[src/hw/rtl/pcbt_pkg.sv]
// Shared types and constants for the periodic callback timer table.
`timescale 1ns / 1ps
package pcbt_pkg;

    localparam logic [1:0] OP_ADD    = 2'd0;
    localparam logic [1:0] OP_REMOVE = 2'd1;
    localparam logic [1:0] OP_POLL   = 2'd2;
    localparam logic [1:0] OP_NONE   = 2'd3;

    localparam logic KIND_ADD  = 1'b0;
    localparam logic KIND_FIRE = 1'b1;

    localparam logic [19:0] US_PER_TICK_RESET = 20'd1000;

    typedef enum logic [1:0] {
        ST_IDLE,
        ST_DIV,
        ST_ADD,
        ST_POLL
    } t_state;

    typedef struct packed {
        logic [7:0]  owner;
        logic [31:0] period;
        logic [31:0] start;
        logic [31:0] tag;
    } t_slot;

    typedef struct packed {
        logic wr;
        logic shift;
        logic restart;
    } t_cell_ctl;

endpackage

[src/hw/rtl/pcbt_cell.sv]
// One timer slot of the table, shifting down from its upper neighbor on remove.
`timescale 1ns / 1ps
module pcbt_cell (
    input  logic              i_clk,
    input  logic              i_rst_n,
    input  pcbt_pkg::t_cell_ctl i_ctl,
    input  pcbt_pkg::t_slot   i_wr_slot,
    input  pcbt_pkg::t_slot   i_next,
    input  logic [31:0]       i_now,
    output pcbt_pkg::t_slot   o_slot,
    output logic              o_due
);
    import pcbt_pkg::*;

    logic [7:0]  r_owner;
    logic [31:0] r_period;
    logic [31:0] r_start;
    logic [31:0] r_tag;
    logic [31:0] elapsed;

    always_ff @(posedge i_clk) begin
        if (!i_rst_n) begin
            r_owner <= '0;
        end else if (i_ctl.shift) begin
            r_owner <= i_next.owner;
        end else if (i_ctl.wr) begin
            r_owner <= i_wr_slot.owner;
        end
    end

    always_ff @(posedge i_clk) begin
        if (i_ctl.shift) begin
            r_period <= i_next.period;
            r_start  <= i_next.start;
            r_tag    <= i_next.tag;
        end else if (i_ctl.wr) begin
            r_period <= i_wr_slot.period;
            r_start  <= i_wr_slot.start;
            r_tag    <= i_wr_slot.tag;
        end else if (i_ctl.restart) begin
            r_start <= i_now;
        end
    end

    assign elapsed = i_now - r_start;
    assign o_due   = (r_owner != 8'd0) && ((r_period == 32'd0) || (elapsed >= r_period));
    assign o_slot  = '{owner: r_owner, period: r_period, start: r_start, tag: r_tag};

endmodule

[src/hw/rtl/pcbt_div.sv]
// Restoring divider producing one quotient bit per cycle.
`timescale 1ns / 1ps
module pcbt_div (
    input  logic        i_clk,
    input  logic        i_rst_n,
    input  logic        i_start,
    input  logic [31:0] i_dividend,
    input  logic [19:0] i_divisor,
    output logic        o_busy,
    output logic [31:0] o_quot
);
    import pcbt_pkg::*;

    logic [5:0]  r_cnt;
    logic [31:0] r_q;
    logic [19:0] r_rem;
    logic [19:0] r_div;
    logic [20:0] trial;
    logic        fits;

    assign trial = {r_rem, r_q[31]};
    assign fits  = trial >= {1'b0, r_div};

    always_ff @(posedge i_clk) begin
        if (!i_rst_n) begin
            r_cnt <= '0;
        end else if (i_start) begin
            r_cnt <= 6'd32;
        end else if (r_cnt != 6'd0) begin
            r_cnt <= r_cnt - 6'd1;
        end
    end

    always_ff @(posedge i_clk) begin
        if (i_start) begin
            r_q   <= i_dividend;
            r_rem <= '0;
            r_div <= i_divisor;
        end else if (r_cnt != 6'd0) begin
            r_q   <= {r_q[30:0], fits};
            r_rem <= fits ? 20'(trial - {1'b0, r_div}) : trial[19:0];
        end
    end

    assign o_busy = r_cnt != 6'd0;
    assign o_quot = r_q;

endmodule

[src/hw/rtl/periodic_callback_timer_table.sv]
// Top level of the periodic callback timer table.
`timescale 1ns / 1ps
// Usage: each input word on the s_axis channel carries an opcode (add, remove,
// poll), the current tick, an owner id, a tag and a period in microseconds.
// The m_axis channel returns add status words (tuser 0) and fire words (tuser 1);
// tlast marks the final word caused by one input word.
// The cfg channel writes us_per_tick; the user must write it only while the block
// is idle, as the block itself does not enforce this. A remove shifts the matching
// slot and all slots above it down as it is taken. An add waits in ST_DIV for the
// serial divider, one quotient bit per cycle, and then writes the slot in ST_ADD.
// A poll in a new tick evaluates all slots at once, then walks them one per cycle
// unless the output stalls. One input word is taken at a time; s_axis tready is
// high only between items. Results sit in an output register; while the receiver
// stalls the walk or the add completion waits, and no word is dropped.
// Reset empties every slot, clears the last polled tick and loads us_per_tick
// with 1000; the reset is synchronous.
module periodic_callback_timer_table #(
    parameter int SLOTS = 8
) (
    input  logic         i_clk,
    input  logic         i_rst_n,
    input  logic         i_s_axis_tvalid,
    output logic         o_s_axis_tready,
    // opcode, now, owner_id, owner_tag, period_us
    input  logic [111:0] i_s_axis_tdata,
    output logic         o_m_axis_tvalid,
    input  logic         i_m_axis_tready,
    // ok, fired_id, fired_tag
    output logic [47:0]  o_m_axis_tdata,
    // kind
    output logic         o_m_axis_tuser,
    output logic         o_m_axis_tlast,
    input  logic         i_cfg_valid,
    output logic         o_cfg_ready,
    input  logic [19:0]  i_cfg_data
);
    import pcbt_pkg::*;

    localparam int IW = (SLOTS > 1) ? $clog2(SLOTS) : 1;

    t_state      r_state, n_state;
    logic [19:0] r_us_per_tick;
    logic [31:0] r_last_tick;
    logic [31:0] r_now;
    logic [7:0]  r_id;
    logic [31:0] r_tag;
    logic [SLOTS-1:0] r_mask, n_mask;
    logic [IW-1:0]    r_idx, n_idx;

    logic        r_o_valid;
    logic        r_o_kind, r_o_ok, r_o_last;
    logic [7:0]  r_o_id;
    logic [31:0] r_o_tag;

    logic [1:0]  in_op;
    logic [31:0] in_now, in_tag, in_usec;
    logic [7:0]  in_id;
    logic        in_acc, out_free;

    t_slot       slots [SLOTS];
    t_slot       nexts [SLOTS];
    t_cell_ctl   ctl   [SLOTS];
    t_slot       wr_slot;
    logic [SLOTS-1:0] due, occ, rm_match, add_match;

    logic        div_start, div_busy;
    logic [31:0] div_quot;

    logic        load_out, o_kind, o_ok, o_last;
    logic [7:0]  o_id;
    logic [31:0] o_tag;
    logic        poll_new;
    logic [SLOTS-1:0] rest;
    logic        any_match, any_empty, add_ok, rm_seen;
    logic [IW-1:0] pick;

    assign in_op   = i_s_axis_tdata[1:0];
    assign in_now  = i_s_axis_tdata[33:2];
    assign in_id   = i_s_axis_tdata[41:34];
    assign in_tag  = i_s_axis_tdata[73:42];
    assign in_usec = i_s_axis_tdata[105:74];

    assign o_s_axis_tready = r_state == ST_IDLE;
    assign in_acc   = i_s_axis_tvalid && o_s_axis_tready;
    assign out_free = !r_o_valid || i_m_axis_tready;
    assign o_cfg_ready = 1'b1;
    assign poll_new = in_acc && (in_op == OP_POLL) && (in_now != r_last_tick);
    assign div_start = in_acc && (in_op == OP_ADD);

    pcbt_div u_div (
        .i_clk      (i_clk),
        .i_rst_n    (i_rst_n),
        .i_start    (div_start),
        .i_dividend (in_usec),
        .i_divisor  (r_us_per_tick),
        .o_busy     (div_busy),
        .o_quot     (div_quot)
    );

    genvar g;
    generate
        for (g = 0; g < SLOTS; g++) begin : g_cell
            if (g == SLOTS - 1) begin : g_top
                assign nexts[g] = '0;
            end else begin : g_mid
                assign nexts[g] = slots[g+1];
            end
            pcbt_cell u_cell (
                .i_clk     (i_clk),
                .i_rst_n   (i_rst_n),
                .i_ctl     (ctl[g]),
                .i_wr_slot (wr_slot),
                .i_next    (nexts[g]),
                .i_now     (in_now),
                .o_slot    (slots[g]),
                .o_due     (due[g])
            );
            assign occ[g]       = slots[g].owner != 8'd0;
            assign rm_match[g]  = slots[g].owner == in_id;
            assign add_match[g] = slots[g].owner == r_id;
        end
    endgenerate

    always_comb begin
        any_match = 1'b0;
        any_empty = 1'b0;
        pick      = '0;
        for (int i = SLOTS - 1; i >= 0; i--) begin
            if (!occ[i]) begin
                any_empty = 1'b1;
                pick      = IW'(i);
            end
        end
        for (int i = SLOTS - 1; i >= 0; i--) begin
            if (add_match[i]) begin
                any_match = 1'b1;
                pick      = IW'(i);
            end
        end
    end

    assign add_ok  = (r_id != 8'd0) && (any_match || any_empty);
    assign wr_slot = '{owner: r_id, period: div_quot, start: r_now, tag: r_tag};
    assign rest    = r_mask & ~(SLOTS'(1) << r_idx);

    always_comb begin
        n_state  = r_state;
        n_mask   = r_mask;
        n_idx    = r_idx;
        load_out = 1'b0;
        o_kind   = KIND_FIRE;
        o_ok     = 1'b1;
        o_id     = slots[r_idx].owner;
        o_tag    = slots[r_idx].tag;
        o_last   = 1'b0;
        rm_seen  = 1'b0;
        for (int i = 0; i < SLOTS; i++) begin
            ctl[i] = '0;
        end
        unique case (r_state)
            ST_IDLE: begin
                if (in_acc) begin
                    if (in_op == OP_ADD) begin
                        n_state = ST_DIV;
                    end else if (in_op == OP_REMOVE) begin
                        for (int i = 0; i < SLOTS; i++) begin
                            rm_seen      = rm_seen || (rm_match[i] && in_id != 8'd0);
                            ctl[i].shift = rm_seen;
                        end
                    end else if (poll_new) begin
                        for (int i = 0; i < SLOTS; i++) begin
                            ctl[i].restart = due[i];
                        end
                        n_mask  = due;
                        n_idx   = '0;
                        n_state = ST_POLL;
                    end
                end
            end
            ST_DIV: begin
                if (!div_busy) begin
                    n_state = ST_ADD;
                end
            end
            ST_ADD: begin
                o_kind = KIND_ADD;
                o_ok   = add_ok;
                o_id   = r_id;
                o_tag  = '0;
                o_last = 1'b1;
                if (out_free) begin
                    load_out = 1'b1;
                    n_state  = ST_IDLE;
                    for (int i = 0; i < SLOTS; i++) begin
                        ctl[i].wr = add_ok && (pick == IW'(i));
                    end
                end
            end
            ST_POLL: begin
                o_last = rest == '0;
                if (r_mask == '0) begin
                    n_state = ST_IDLE;
                end else if (!r_mask[r_idx]) begin
                    n_idx = r_idx + IW'(1);
                end else if (out_free) begin
                    load_out = 1'b1;
                    n_mask   = rest;
                    n_idx    = r_idx + IW'(1);
                end
            end
            default: n_state = ST_IDLE;
        endcase
    end

    always_ff @(posedge i_clk) begin
        if (!i_rst_n) begin
            r_state       <= ST_IDLE;
            r_us_per_tick <= US_PER_TICK_RESET;
            r_last_tick   <= '0;
            r_mask        <= '0;
            r_idx         <= '0;
            r_o_valid     <= 1'b0;
        end else begin
            r_state <= n_state;
            r_mask  <= n_mask;
            r_idx   <= n_idx;
            if (i_cfg_valid) begin
                r_us_per_tick <= i_cfg_data;
            end
            if (poll_new) begin
                r_last_tick <= in_now;
            end
            if (load_out) begin
                r_o_valid <= 1'b1;
            end else if (i_m_axis_tready) begin
                r_o_valid <= 1'b0;
            end
        end
    end

    always_ff @(posedge i_clk) begin
        if (in_acc) begin
            r_now <= in_now;
            r_id  <= in_id;
            r_tag <= in_tag;
        end
        if (load_out) begin
            r_o_kind <= o_kind;
            r_o_ok   <= o_ok;
            r_o_id   <= o_id;
            r_o_tag  <= o_tag;
            r_o_last <= o_last;
        end
    end

    assign o_m_axis_tvalid = r_o_valid;
    assign o_m_axis_tdata  = {7'd0, r_o_tag, r_o_id, r_o_ok};
    assign o_m_axis_tuser  = r_o_kind;
    assign o_m_axis_tlast  = r_o_last;

`ifndef SYNTH
    a_poll_ends: assert property (@(posedge i_clk) disable iff (!i_rst_n)
        (r_state == ST_POLL && r_mask == '0) |=> (r_state == ST_IDLE))
        else $error("poll walk did not finish after the fire mask emptied");
    a_add_last: assert property (@(posedge i_clk) disable iff (!i_rst_n)
        (o_m_axis_tvalid && o_m_axis_tuser == KIND_ADD) |-> o_m_axis_tlast)
        else $error("add status word without tlast");
    a_prefix: assert property (@(posedge i_clk) disable iff (!i_rst_n)
        ((occ & (occ + SLOTS'(1))) == '0))
        else $error("occupied slots do not form a prefix");
`endif

endmodule

[config.mk]
export PLATFORM = sky130hd
export DESIGN_NAME = periodic_callback_timer_table
export DESIGN_NICKNAME = d
export VERILOG_FILES = /design/src/hw/rtl/pcbt_pkg.sv /design/src/hw/rtl/pcbt_cell.sv /design/src/hw/rtl/pcbt_div.sv /design/src/hw/rtl/periodic_callback_timer_table.sv
export SDC_FILE = /design/constraint.sdc
export NUM_CORES = 2
export LEC_CHECK = 0
export BUFFER_PORTS_ARGS = -buffer_cell sky130_fd_sc_hd__buf_2
export CAP_MARGIN = 20
export CORE_MARGIN = 2
export CORE_UTILIZATION = 58
export CTS_CLUSTER_SIZE = 8
export DETAILED_ROUTE_END_ITERATION = 10
export PLACE_DENSITY = 0.84
export SKIP_CTS_REPAIR_TIMING = 1
export SLEW_MARGIN = 15
export SYNTH_ARGS = -nofsm -noshare
export SYNTH_HDL_FRONTEND = slang
export SYNTH_HIERARCHICAL = 1
export SYNTH_SLANG_ARGS = --single-unit
[constraint.sdc]
create_clock -name i_clk -period 5.9 [get_ports i_clk]
set_clock_uncertainty 0.1 [all_clocks]
set_input_delay 1.18 -clock i_clk [delete_from_list [all_inputs] [get_ports i_clk]]
set_output_delay 1.18 -clock i_clk [all_outputs]
set_load 0.01 [all_outputs]
==> results.txt <==
First-pass GRT wire length: 355.8 mm
Worst skew pair latency: 810 ps
Delay-heaviest family, CP: compound AO/OA/AOI/OAI gates
CP endpoint kind: register
GR Util met1: 0.4467
Initial antenna violation count: 8
Status: finished clean
Post-Syn Area per Cell: 10.63 µm²
WL per Instance: 25.32 µm
Hold Path Class: register to register
Final std cells w/o fill: 9,384
Most Crowded Layer GR: met2
Cells after DPL: 9,116
Worst VDD drop: 0.3764 mV
Fin util: 0.6694
Sw Pwr: 7478 µW
Final Hold Violating Endpoints: 0
Fill cells: 9,460
CP bufs+invs: 8
Fraction of layout cells with a size suffix above 1: 0.2078
Gr ovfl total: 0
RSZ-0062 raised after global routing: no
Core ar.: 127,500 µm²
Num CTS Buffers: 155
Largest net degree at the start of global routing: 147
Setup violators final: 0
Dpl ws: -473.3 ps
Die H: 362.3 µm
Critical-path top delay cell: a211oi_1
Worst slew pin tran: 1249 ps
Met2 global-route usage: 0.5831
Netlist Area Pre-Place: 74,460 µm²
Input/output buffers: 175
Power per standard cell area: 284.5 nW/µm²
CP most frequent cell: buf_4
Final net count: 8,290
Tot GR Track Use: 0.3569
Vias: 59,690
Rel. slew slack: 0.1603
Yosys warning count: 6
Hold EP: u_div/r_div[2]
Vias in the first global route: 60,030
Hpwl dp: 171.9 mm
Arr. time, crit path: 6110 ps
Slew Viols, Final: 0
1st-iter DRT viols: 5,910
Hold Path Stages: 0
Die outline width: 362.3 µm
Logic pwr share: 0.227
Distinct cells, synth: 108
Setup WS post-layout: 216.7 ps
Worst hold start: r_us_per_tick[2]
DRT antenna net count: 0
Max Fclk: 176.0 MHz
Post-synth EDFFs: 935
Clock power share: 0.349
FF+latch area: 31,210 µm²
IO Count: 190
Clock Root Buffer: clkbuf_16
Minimum clock period: 5683 ps
Flop and latch count out of synthesis: 1,091
RR Startpoint: g_cell[5].u_cell/r_start[0]
Max-cap viol count: 0
Critical Path RT: 6330 ps
Seq pwr share: 0.424
Max FO, Critical Path: 32
Num rows: 131
Hold Slack: 333.6 ps
Drt first pass iters: 6
CTS sink cnt: 1,091
CP peak stage delay: 600 ps
CTS Buffer Depth: 3
CTS tree: done
M3 GR Usage: 0.06181
Clock slew at reported path FFs: 50 ps
DRT Wirelength: 237.6 mm
Reg2reg setup slack: 660 ps
Ratio of final minimum period to clock period: 0.9633
CTS H-tree depth: 4
Cells after Synth: 7,002
Vias per cell: 6.361
Most used flip-flop cell after synthesis: edfxtp_1
R2R depth: 21
Synth async-reset ratio: 0
Area of the multi-input gates: 40,380 µm²
Die ar.: 131,300 µm²
Critical setup path kind: primary input to register
Switch share: 0.3079
Pint: 16,810 µW
Post-route DRC: 0
Setup crit start kind: primary input
Static Leak: 0.03351 µW
Initial core utilization: 0.5839
Final GP Congestion: 0.9726
Sequential fraction of the synthesis area: 0.4190
Synth-to-layout area growth: 14.65%
Capturing point of the worst reg2reg path: g_cell[5].u_cell/r_start[10]
[placed cells by master, fill, tap and decap left out, drive strengths merged, types with 101 or more instances in the layout]
master  count
and2      101
clkbuf    246
a21o      221
ha        531
edfxtp    935
buf       661
conb      112
nor2      197
a21oi     359
xor2      124
nand4     120
mux2      546
mux2i     399
nand2     561
nor4      121
dfxtp     156
xnor2     278
o21ai     485
inv       596
[stage by stage]
stage / total power (µW) / TNS [ps] / instance area, µm²
floorplan: 13540 / 0 / 74870
global placement: 15470 / -53990 / 80730
detailed placement: 15700 / -76290 / 80750
CTS: 24200 / 0 / 85310
global route: 25150 / 0 / 85350
finish: 24280 / 0 / 85360
[area by class of cell]
type,count,area share
clock inverters,12,0.003327
clock buffers,246,0.05005
multi-input cells,5111,0.4730
flip-flops and latches,1091,0.3656
diodes,8,0.0002345
repair buffers,661,0.05737
inverters,593,0.02609
well taps,1662,0.02436
[synthesized netlist by cell type (13+ instances only)]
cell | count | area share
a2111oi_0 | 15 | 0.0018
a211o_1 | 13 | 0.0015
a211oi_1 | 53 | 0.0053
a21o_1 | 221 | 0.022
a21oi_1 | 355 | 0.024
a31oi_1 | 49 | 0.0041
a41oi_1 | 14 | 0.0016
and2_1 | 100 | 0.0084
and3_1 | 38 | 0.0032
and4_1 | 25 | 0.0029
buf_1 | 66 | 0.0033
buf_2 | 32 | 0.0022
clkbuf_1 | 199 | 0.010
dfxtp_1 | 156 | 0.042
edfxtp_1 | 935 | 0.38
ha_1 | 531 | 0.089
inv_1 | 591 | 0.030
mux2_2 | 545 | 0.082
mux2i_1 | 399 | 0.054
mux4_2 | 82 | 0.025
nand2_1 | 559 | 0.028
nand2b_1 | 33 | 0.0028
nand3_1 | 93 | 0.0063
nand4_1 | 120 | 0.010
nor2_1 | 192 | 0.0097
nor2b_1 | 89 | 0.0075
nor3_1 | 62 | 0.0042
nor4_1 | 121 | 0.010
o211ai_1 | 35 | 0.0035
o21a_1 | 67 | 0.0068
o21ai_0 | 461 | 0.031
o21ai_1 | 14 | 0.00094
o21bai_1 | 24 | 0.0024
o31ai_1 | 15 | 0.0015
or3_1 | 27 | 0.0023
or4_1 | 15 | 0.0015
xnor2_1 | 278 | 0.033
xor2_1 | 124 | 0.015
[cell families after synthesis]
logic type,count (synthesis),synth area share
AOI/OAI and AO/OA,1478,0.1271
xor gates and xnor gates,402,0.04729
adders and majority gates,540,0.09165
buffers and inverters,910,0.04754
DFF,1091,0.4190
muxes,1027,0.1610
other,2,0.0001009
and+or+nand+nor,1552,0.1063
[flip-flops by register name, indices dropped and copies added (netlist names), 2 cells and up]
register,flops
r_tag,32
u_div/o_quot,32
r_mask,8
g_cell.u_cell/r_period,256
r_state,2
r_us_per_tick,20
g_cell.u_cell/r_owner,64
r_o_tag,32
r_idx,3
u_div/r_div,20
u_div/r_rem,20
u_div/r_cnt,6
r_id,8
r_o_id,8
g_cell.u_cell/r_start,256
r_last_tick,32
g_cell.u_cell/r_tag,256
r_now,32
[power groups by stage]
stage / Combinational [µW] / Clock, µW / Sequential [µW]
floorplan: 3810 / 0 / 9730
global placement: 5120 / 0 / 10300
detailed placement: 5320 / 0 / 10400
CTS: 5420 / 8540 / 10200
global route: 5970 / 8860 / 10300
finish: 5500 / 8470 / 10300
[metal layers]
| layer | part of all wire | routed length, µm |
|---|---|---|
| met1 | 0.39 | 92080 |
| met4 | 0.064 | 15200 |
| met3 | 0.086 | 20460 |
| met2 | 0.46 | 109800 |
| met5 | 0.00019 | 45 |
[how the worst max path moves through the flow]
stage                     slack, ps              start                            to  cells past startpoint
after floorplan                 270  i_s_axis_tdata[8]   g_cell[5].u_cell/r_start[0]                     16
after global placement         -310  i_s_axis_tdata[2]   g_cell[0].u_cell/r_start[0]                     26
after detailed placement       -470  i_s_axis_tdata[2]   g_cell[0].u_cell/r_start[2]                     26
after CTS                       340  i_s_axis_tdata[2]  g_cell[0].u_cell/r_start[27]                     26
after global routing             20  i_s_axis_tdata[5]   g_cell[4].u_cell/r_start[8]                     22
final                           220  i_s_axis_tdata[2]  g_cell[0].u_cell/r_start[27]                     26
(Power assumes the default switching activity.)
